File: config.mk
export PLATFORM = sky130hd
export DESIGN_NAME = pce_ctrl
export DESIGN_NICKNAME = d
export VERILOG_FILES = /design/src/rtl/core/pce_pkg.sv /design/src/rtl/core/pce_ctrl.sv
export SDC_FILE = /design/constraint.sdc
export NUM_CORES = 1
export LEC_CHECK = 0
export BUFFER_PORTS_ARGS = -buffer_cell sky130_fd_sc_hd__buf_4
export CAP_MARGIN = 20
export CORE_AREA = 2 2 42 44
export CTS_CLUSTER_DIAMETER = 200
export DETAILED_ROUTE_END_ITERATION = 6
export DIE_AREA = 0 0 44 46
export PLACE_DENSITY = 0.78
export SLEW_MARGIN = 20
export SYNTH_ARGS = -nofsm -noshare
export SYNTH_HDL_FRONTEND = slang
export SYNTH_SLANG_ARGS = --single-unit
File: constraint.sdc
create_clock -name aclk -period 3.52 [get_ports aclk]
set_input_delay 0.176 -clock aclk [delete_from_list [all_inputs] [get_ports aclk]]
set_output_delay 0.176 -clock aclk [all_outputs]
set_load 0.01 [all_outputs]
File: src/rtl/core/pce_pkg.sv
// Shared types, constants and fixed-point helpers for the pendulum chain energy block.
// Used by pce_mul, pce_ctrl, pce_dp and the top level; depends on nothing else.
package pce_pkg;

    localparam int SUM_W   = 48;
    localparam int MAG_W   = 63;
    localparam int MB_W    = 34;
    localparam int SH_W    = 5;
    localparam int IN_W    = 112;
    localparam int OUT_W   = 192;
    localparam int CIDX_W  = 2;
    localparam int CDATA_W = 32;

    localparam logic [63:0] ONE_Q30        = 64'd1073741824;
    localparam logic [63:0] HALF_PI_Q30    = 64'd1686629713;
    localparam logic [63:0] PI_Q30         = 64'd3373259426;
    localparam logic [63:0] TWO_PI_Q30     = 64'd6746518852;
    localparam logic [29:0] INV_TWO_PI_Q32 = 30'd683565276;
    localparam logic [48:0] TERM_CAP       = 49'h1_0000_0000_0000;

    localparam logic [CIDX_W-1:0] CFG_INV_DT = 2'd0;
    localparam logic [CIDX_W-1:0] CFG_MODE   = 2'd1;
    localparam logic [CIDX_W-1:0] CFG_RING   = 2'd2;

    localparam logic [1:0] MODE_GRAV = 2'd0;
    localparam logic [1:0] MODE_HARM = 2'd1;

    localparam logic [SH_W-1:0] SH_NONE   = 5'd0;
    localparam logic [SH_W-1:0] SH_Q8     = 5'd8;
    localparam logic [SH_W-1:0] SH_Q16    = 5'd16;
    localparam logic [SH_W-1:0] SH_HALF16 = 5'd17;
    localparam logic [SH_W-1:0] SH_Q24    = 5'd24;
    localparam logic [SH_W-1:0] SH_Q30    = 5'd30;

    typedef enum logic [4:0] {
        OP_C_SQ, OP_C_ML, OP_C_L, OP_C_K, OP_C_D, OP_C_I,
        OP_K_SQ, OP_K_ML, OP_K_L, OP_K_D, OP_K_I,
        OP_P_G, OP_P_FR, OP_P_POS, OP_P_IP, OP_P_C, OP_P_I0,
        OP_P_SQ, OP_P_D, OP_P_I1
    } op_t;

    typedef struct packed {
        logic load;
        logic start;
        op_t  op;
        logic ring_sel;
        logic emit;
    } cmd_t;

    typedef struct packed {
        logic       done;
        logic       have_prev;
        logic       last;
        logic       ring;
        logic [1:0] mode;
        logic       out_free;
    } sts_t;

    // Taylor series of cos up to x^18, Q2.30, for 0 <= x <= pi/2.
    function automatic logic signed [63:0] cos_q30(logic [63:0] x);
        logic [63:0]        x2;
        logic [63:0]        term;
        logic signed [63:0] acc;
        localparam logic [63:0] HALF = 64'd536870912;
        x2   = (x * x + HALF) >> 30;
        term = ONE_Q30;
        acc  = $signed(ONE_Q30);
        term = ((term * x2 + HALF) >> 30) / 64'd2;   acc = acc - $signed(term);
        term = ((term * x2 + HALF) >> 30) / 64'd12;  acc = acc + $signed(term);
        term = ((term * x2 + HALF) >> 30) / 64'd30;  acc = acc - $signed(term);
        term = ((term * x2 + HALF) >> 30) / 64'd56;  acc = acc + $signed(term);
        term = ((term * x2 + HALF) >> 30) / 64'd90;  acc = acc - $signed(term);
        term = ((term * x2 + HALF) >> 30) / 64'd132; acc = acc + $signed(term);
        term = ((term * x2 + HALF) >> 30) / 64'd182; acc = acc - $signed(term);
        term = ((term * x2 + HALF) >> 30) / 64'd240; acc = acc + $signed(term);
        term = ((term * x2 + HALF) >> 30) / 64'd306; acc = acc - $signed(term);
        return acc;
    endfunction

    // One table entry of 1 - cos(theta), Q2.30, theta in [0, 2*pi).
    function automatic logic [31:0] omc_value(logic [63:0] th);
        logic [63:0]        t;
        logic signed [63:0] v;
        t = th;
        if (t > PI_Q30) t = TWO_PI_Q30 - t;
        if (t <= HALF_PI_Q30) v = $signed(ONE_Q30) - cos_q30(t);
        else v = $signed(ONE_Q30) + cos_q30(PI_Q30 - t);
        if (v < 0) v = 0;
        if (v > $signed(2 * ONE_Q30)) v = $signed(2 * ONE_Q30);
        return v[31:0];
    endfunction

    // Magnitude capped at 2^48, then given its sign.
    function automatic logic signed [49:0] term_of(logic [MAG_W-1:0] mag, logic neg);
        logic [48:0] m;
        m = (mag > MAG_W'(TERM_CAP)) ? TERM_CAP : mag[48:0];
        return neg ? -$signed({1'b0, m}) : $signed({1'b0, m});
    endfunction

    function automatic logic signed [SUM_W-1:0] sat_add(logic signed [SUM_W-1:0] a,
                                                        logic signed [49:0] b);
        logic signed [50:0] s;
        s = 51'(a) + 51'(b);
        if (s[50:47] == 4'b0000 || s[50:47] == 4'b1111) return s[47:0];
        return s[50] ? {1'b1, 47'd0} : {1'b0, {47{1'b1}}};
    endfunction

endpackage

File: src/rtl/core/pce_ctrl.sv
// Controller state machine: sequences the products of one pendulum item.
// Talks to pce_dp only through pce_pkg::cmd_t and pce_pkg::sts_t.
module pce_ctrl (
    input  logic           aclk,
    input  logic           aresetn,
    input  logic           s_tvalid,
    output logic           s_tready,
    input  pce_pkg::sts_t  sts,
    output pce_pkg::cmd_t  cmd
);

    typedef enum logic [3:0] {
        ST_IDLE  = 4'b0001,
        ST_ISSUE = 4'b0010,
        ST_WAIT  = 4'b0100,
        ST_EMIT  = 4'b1000
    } state_t;

    state_t         state_reg, state_next;
    pce_pkg::op_t   op_reg, op_next;
    logic           ring_reg, ring_next;
    logic           go_tail;
    logic           has_pot;

    assign has_pot = (sts.mode == pce_pkg::MODE_GRAV) || (sts.mode == pce_pkg::MODE_HARM);

    always_comb begin
        state_next   = state_reg;
        op_next      = op_reg;
        ring_next    = ring_reg;
        go_tail      = 1'b0;
        s_tready     = 1'b0;
        cmd          = '0;
        cmd.op       = op_reg;
        cmd.ring_sel = ring_reg;
        unique case (state_reg)
            ST_IDLE: begin
                s_tready = 1'b1;
                if (s_tvalid) begin
                    cmd.load   = 1'b1;
                    ring_next  = 1'b0;
                    op_next    = sts.have_prev ? pce_pkg::OP_C_SQ : pce_pkg::OP_K_SQ;
                    state_next = ST_ISSUE;
                end
            end
            ST_ISSUE: begin
                cmd.start  = 1'b1;
                state_next = ST_WAIT;
            end
            ST_WAIT: begin
                if (sts.done) begin
                    state_next = ST_ISSUE;
                    unique case (op_reg)
                        pce_pkg::OP_C_SQ:  op_next = pce_pkg::OP_C_ML;
                        pce_pkg::OP_C_ML:  op_next = pce_pkg::OP_C_L;
                        pce_pkg::OP_C_L:   op_next = pce_pkg::OP_C_K;
                        pce_pkg::OP_C_K:   op_next = pce_pkg::OP_C_D;
                        pce_pkg::OP_C_D:   op_next = pce_pkg::OP_C_I;
                        pce_pkg::OP_C_I: begin
                            if (ring_reg) state_next = ST_EMIT;
                            else op_next = pce_pkg::OP_K_SQ;
                        end
                        pce_pkg::OP_K_SQ:  op_next = pce_pkg::OP_K_ML;
                        pce_pkg::OP_K_ML:  op_next = pce_pkg::OP_K_L;
                        pce_pkg::OP_K_L:   op_next = pce_pkg::OP_K_D;
                        pce_pkg::OP_K_D:   op_next = pce_pkg::OP_K_I;
                        pce_pkg::OP_K_I: begin
                            if (has_pot) op_next = pce_pkg::OP_P_G;
                            else go_tail = 1'b1;
                        end
                        pce_pkg::OP_P_G:
                            op_next = (sts.mode == pce_pkg::MODE_GRAV) ?
                                      pce_pkg::OP_P_FR : pce_pkg::OP_P_SQ;
                        pce_pkg::OP_P_FR:  op_next = pce_pkg::OP_P_POS;
                        pce_pkg::OP_P_POS: op_next = pce_pkg::OP_P_IP;
                        pce_pkg::OP_P_IP:  op_next = pce_pkg::OP_P_C;
                        pce_pkg::OP_P_C:   op_next = pce_pkg::OP_P_I0;
                        pce_pkg::OP_P_SQ:  op_next = pce_pkg::OP_P_D;
                        pce_pkg::OP_P_D:   op_next = pce_pkg::OP_P_I1;
                        pce_pkg::OP_P_I0,
                        pce_pkg::OP_P_I1:  go_tail = 1'b1;
                        default:           go_tail = 1'b1;
                    endcase
                    // End of the item: the closing ring pair reruns the coupling products.
                    if (go_tail) begin
                        if (!sts.last) begin
                            state_next = ST_IDLE;
                        end else if (sts.ring) begin
                            op_next   = pce_pkg::OP_C_SQ;
                            ring_next = 1'b1;
                        end else begin
                            state_next = ST_EMIT;
                        end
                    end
                end
            end
            ST_EMIT: begin
                cmd.emit = 1'b1;
                if (sts.out_free) state_next = ST_IDLE;
            end
            default: state_next = ST_IDLE;
        endcase
    end

    always_ff @(posedge aclk) begin
        if (!aresetn) begin
            state_reg <= ST_IDLE;
            op_reg    <= pce_pkg::OP_K_SQ;
            ring_reg  <= 1'b0;
        end else begin
            state_reg <= state_next;
            op_reg    <= op_next;
            ring_reg  <= ring_next;
        end
    end

endmodule

---- After elaboration in Yosys (flattened, before gate mapping) ----
Cells that the tools add are included.
storage, ports and cells
  bits in writable memories ............... 0
  output and inout bits ................... 10
  input port bits ......................... 10
  latch bits .............................. 0
  memory bits (read-only) ................. 0
  register bits ........................... 10
  word-level logic and storage cells ...... 74
  memories ................................ 0
operators by class
  reductions and logical operators ........ 8
  eq/ne operators ......................... 28
  multiplexer cells ....................... 35
  shift-type cells ........................ 0
  add/subtract/negate cells ............... 0
  bitwise gates (word level) .............. 0
  multipliers ............................. 0
  div/mod/pow operators ................... 0
  $lt $le $gt $ge ......................... 0
operator list
  cell                                                                   number
  5-bit case mux with 18 select lines                                    1
  5-bit by 4-bit equality test with 1-bit output, second input constant  8
  5-bit two-way mux                                                      8
  4-bit two-way mux                                                      8
  5-bit by 3-bit equality test with 1-bit output, second input constant  4
  17-bit OR reduction                                                    1
  4-bit case mux with 4 select lines                                     1
  1-bit two-way mux                                                      13
  2-bit != test, second input constant                                   6
  5-bit by 2-bit equality test with 1-bit output, second input constant  2
  5-bit equality test, second input constant                             2
  5-bit case mux with 2 select lines                                     1
  3-bit AND reduction                                                    2
  6-bit AND reduction                                                    1
  5-bit by 1-bit equality test with 1-bit output, second input constant  1
  5-bit logical NOT                                                      1
  4-bit by 1-bit equality test with 1-bit output, second input constant  1
  4-bit by 2-bit equality test with 1-bit output, second input constant  1
  4-bit by 3-bit equality test with 1-bit output, second input constant  1
  4-bit equality test, second input constant                             1
  1-bit case mux with 2 select lines                                     2
  3-bit two-way mux                                                      1
  2-bit by 1-bit equality test with 1-bit output, second input constant  1
  2-bit logical NOT                                                      1
  2 further kinds                                                        2

---- Depth between registers and ports, before layout ----
  depth in word-level cells ............... 9
  depth in mapped cells ................... 7
  depth with buffers taken out ............ 5

---- Worst setup path before layout ----
No wires, ideal clock.
  path type ............................... flip-flop to flip-flop
  from .................................... register state_reg[1]
  to ...................................... register state_reg[0]
  clock period less this slack ............ 1523 ps
  stages on the path, launching flop included .. 6
  buffers on the path ..................... 1
  required time ........................... 3379 ps
  library setup time ...................... 141 ps
  data arrival time ....................... 1382 ps
  slack ................................... 1997 ps
  cells stage by stage .................... dfxtp_1 -> buf_2 -> nor4b_1 -> nand2_1 -> o21ai_0 -> o311ai_1
between the ends
  cells in the longest elaborated chain, start to end .. 3
  elaborated cells between the ends (all ways) .. 9
  those cells by class .................... eq/ne: 7; mux: 1; reduce/logical: 1
ends and longest elaborated chain
  item                                                                    line             RTL
  start: declaration                                                      pce_ctrl.sv:19   state_t state_reg, state_next;
  start signal: assignment                                                pce_ctrl.sv:111  state_reg <= state_next;
  4-bit by 3-bit equality test with 1-bit output (tied with other cells)  pce_ctrl.sv:36   unique case (state_reg)
  2-bit != test (no line)                                                 n/a
  3-bit AND reduction (no line)                                           n/a
Parallel ways exist; a longest one is shown, timed or not.
A chain may end at the register's enable or synchronous reset.

---- Final worst setup path ----
  from .................................... register state_reg[0]
  to ...................................... register op_reg[2]
between the ends
  cells in the longest elaborated chain, start to end .. 3
  elaborated cells between the ends (all ways) .. 7
  those cells by class .................... eq/ne: 4; mux: 1; reduce/logical: 2
ends and longest elaborated chain
  item                                                                                                                     line             RTL
  4-bit by 3-bit equality test with 1-bit output / 4-bit by 1-bit equality test with 1-bit output (equally long branches)  pce_ctrl.sv:36
  2-bit != test (no line) / 2-bit nonzero test (equally long branches)                                                     n/a
  3-bit AND reduction (no line)                                                                                            n/a
  end signal: assignment                                                                                                   pce_ctrl.sv:108  op_reg <= pce_pkg::OP_K_SQ;
  end signal: assignment                                                                                                   pce_ctrl.sv:112  op_reg <= op_next;
  end: declaration                                                                                                         pce_ctrl.sv:20   pce_pkg::op_t op_reg, op_next;
Parallel ways exist; a longest one is shown, timed or not.

==> flow_summary.toml <==
[cts]
clkSinkCount = 10
clk_pin_slew_ns = 0.08
clkLatencyLatePin_ns = 0.28
post-cts-setup-buffers = 0
cts_root_buf = "clkbuf_4"
cts_hold_buffers = 0
cts_tree = "built"
cts.repair.resized = 0
cts_buffers = 3
cts_buffer_depth = 2
h-tree-depth = 1

[timing]
rsz0062_at_grt = "no"
fin_crit_sh_pct = 51.3
fin_setup_tns_ns = 0
setup_viol = 0
worst_pin_slew_ns = 0.684
hold_viol_final = 0
worst_slack_ns = 1.71
slew_violations = 0
slew_headroom_pct = 54.3
fmax_mhz = 554
period_needed_ns = 1.81
fin_worst_skew_ns = 0.00718

[floorplanning]
die-area_mm2 = 0.00202
boundaryPins = 20
placementRows = 15
initial_core_util_pct = 49.9
dieWidth_um = 44
die_height_um = 46
core_mm2 = 0.00161

[placement]
dp_cells = 133
hpwlAfterDp_mm = 1.41
place.gp.congestion = 0.803
placed_area_um2 = 915
port_buffers = 19
dpl_worst_slack_ns = 1.75

[pwr]
p_leak_nw = 0.370
pwr-share-clk_pct = 38.8
switchingPower_mw = 0.0797
p_sw_share_pct = 28.2
peakVddDrop_mv = 0.178
power_density_mw_per_mm2 = 297
p_int_mw = 0.203
seq_power_share_pct = 44.8
p_comb_share_pct = 16.4

[run_status]
status = "complete, no violations"

[grt]
groute.usage.overall_pct = 23.3
grt_pass1_vias = 739
grt_pass1_wl_mm = 3.42
antenna_found_initial = 0
overflow = 0
grt_start_max_net_pins = 14

[run]
drv_cap = 0

[cells_and_area]
multi_input_area_um2 = 539
nNetsFinal = 131
largest_reg_flops = 5
regArea_um2 = 200
diodes = 0
fin_area_um2 = 951
drive_gt1_share_pct = 23.3
areaGrowthSynthToFinish_pct = 18.0
n_fill_cell = 152
post-route-util_pct = 58.9
stdcell_count = 137

[synthesis]
avgSynthCellArea_um2 = 7.60
synth_top_area_share_pct = 24.8
synth_top_flop_cell = "dfxtp_1"
yosys_warnings = 0
synth_area_um2 = 806
synth_fp_nets = 116
synth_cell_type_count = 46
ys_seq_elements = 10
seq_area_frac_synth_pct = 24.8
synthTopCellsByArea = "dfxtp_1 25%, o21ai_0 5.0%, a21oi_1 4.3%"
ys_async_sr_fraction_pct = 0
synth_edf_count = 0
synth_top_cell_by_area = "dfxtp_1"
postSynthCellCount = 106

[route]
drt-initial-drc-count = 28
vias = 836
drt-vias-per-instance = 6.10
first_pass_iters = 4
wl_per_cell_um = 14.7
totalWireLength_mm = 2.01
drc = 0
ant_nets = 0

[critical_path]
critPathMaxFanout = 12
startpoint_type = "flop"
cp_data_required_time_ns = 3.72
max_stage_delay_ns = 0.63
worstPathArrival_ns = 2.01
crit_chain = "nand3b_1 -> a211oi_2 -> and3_1 -> a21oi_1 -> o211ai_1"
critPathCaptureType = "flop"
worst_path_max_delay_cell = "a211oi_2"
cpLargestDelayFamily = "compound AO/OA/AOI/OAI gates"
worstSetupPathType = "flop to flop"
cp_num_buf_inv = 0

[worst_hold_path]
worstHoldPathType = "primary input to flop"
## synthesized netlist by cell type (all sizes together) (2+ instances only)
library cell and number:
and3 2, o21ai 8, o221ai 2, buf 8
a211oi 4, nand3b 3, inv 3, nand3 2
nor2b 2, nor3 5, o211ai 2, nand2b 3
dfxtp 10, a21oi 7, nor2 9, and2 2
nand2 9, a211o 2, nor4b 2
## power by group through the flow
stage	sequential, mW	clock [mW]	combinational [mW]
floorplan	0.123	0	0.0337
global placement	0.129	0	0.0455
detailed placement	0.129	0	0.0461
CTS	0.126	0.111	0.0466
global route	0.128	0.116	0.0515
finish	0.127	0.110	0.0464
## layout by cell type, fill, tap and decap left out, drive strengths merged, types with 4 or more instances in the layout
cell	n
nor2	9
o21ai	8
nor3	5
clkbuf	4
buf	19
dfxtp	10
a21oi	7
a211oi	4
nand2	9
## layer usage
layer / part of all wire, % / GRT usage, % / up-vias
met4: 1.6 / 10.9 / 0
met1: 46 / 31.3 / 383
li1: - / - / 422
met2: 46 / 34.1 / 27
met5: 0 / 0 / -
met3: 6.1 / 6.75 / 4
## area by class of cell
class | count | share of cell area (%)
clock buffers | 4 | 3.82
multi-input cells | 84 | 56.7
inverters | 3 | 1.18
flip-flops and latches | 10 | 21.1
repair buffers | 19 | 15.0
well taps | 17 | 2.24
## logic make-up (layout without fill, tap and decap cells)
logic type             Yosys count  after routing  synth area share [%]
and+or+nand+nor                 47             47                  32.6
AOI/OAI and AO/OA               36             36                  33.1
buffers and inverters           12             26                  8.23
DFF                             10             10                  24.8
muxes                            1              1                  1.24
## stage by stage
step	hold WS, ns	power [mW]
2_1_floorplan	0.311	0.156
3_3_place_gp	0.427	0.174
3_5_place_dp	0.440	0.175
4_1_cts	0.136	0.284
5_1_grt	0.158	0.295
6_report	0.136	0.283
## path summary, 6_finish.rpt
kind | depth (start not counted) | end | from | slack, ns
hold reg to reg | 1 | state_reg[2] | state_reg[3] | 0.61
hold / removal | 2 | state_reg[0] | sts[4] | 0.14
setup reg to reg | 5 | op_reg[2] | state_reg[0] | 1.71
setup / recovery | 5 | op_reg[2] | state_reg[0] | 1.71
(Power assumes the default switching activity.)
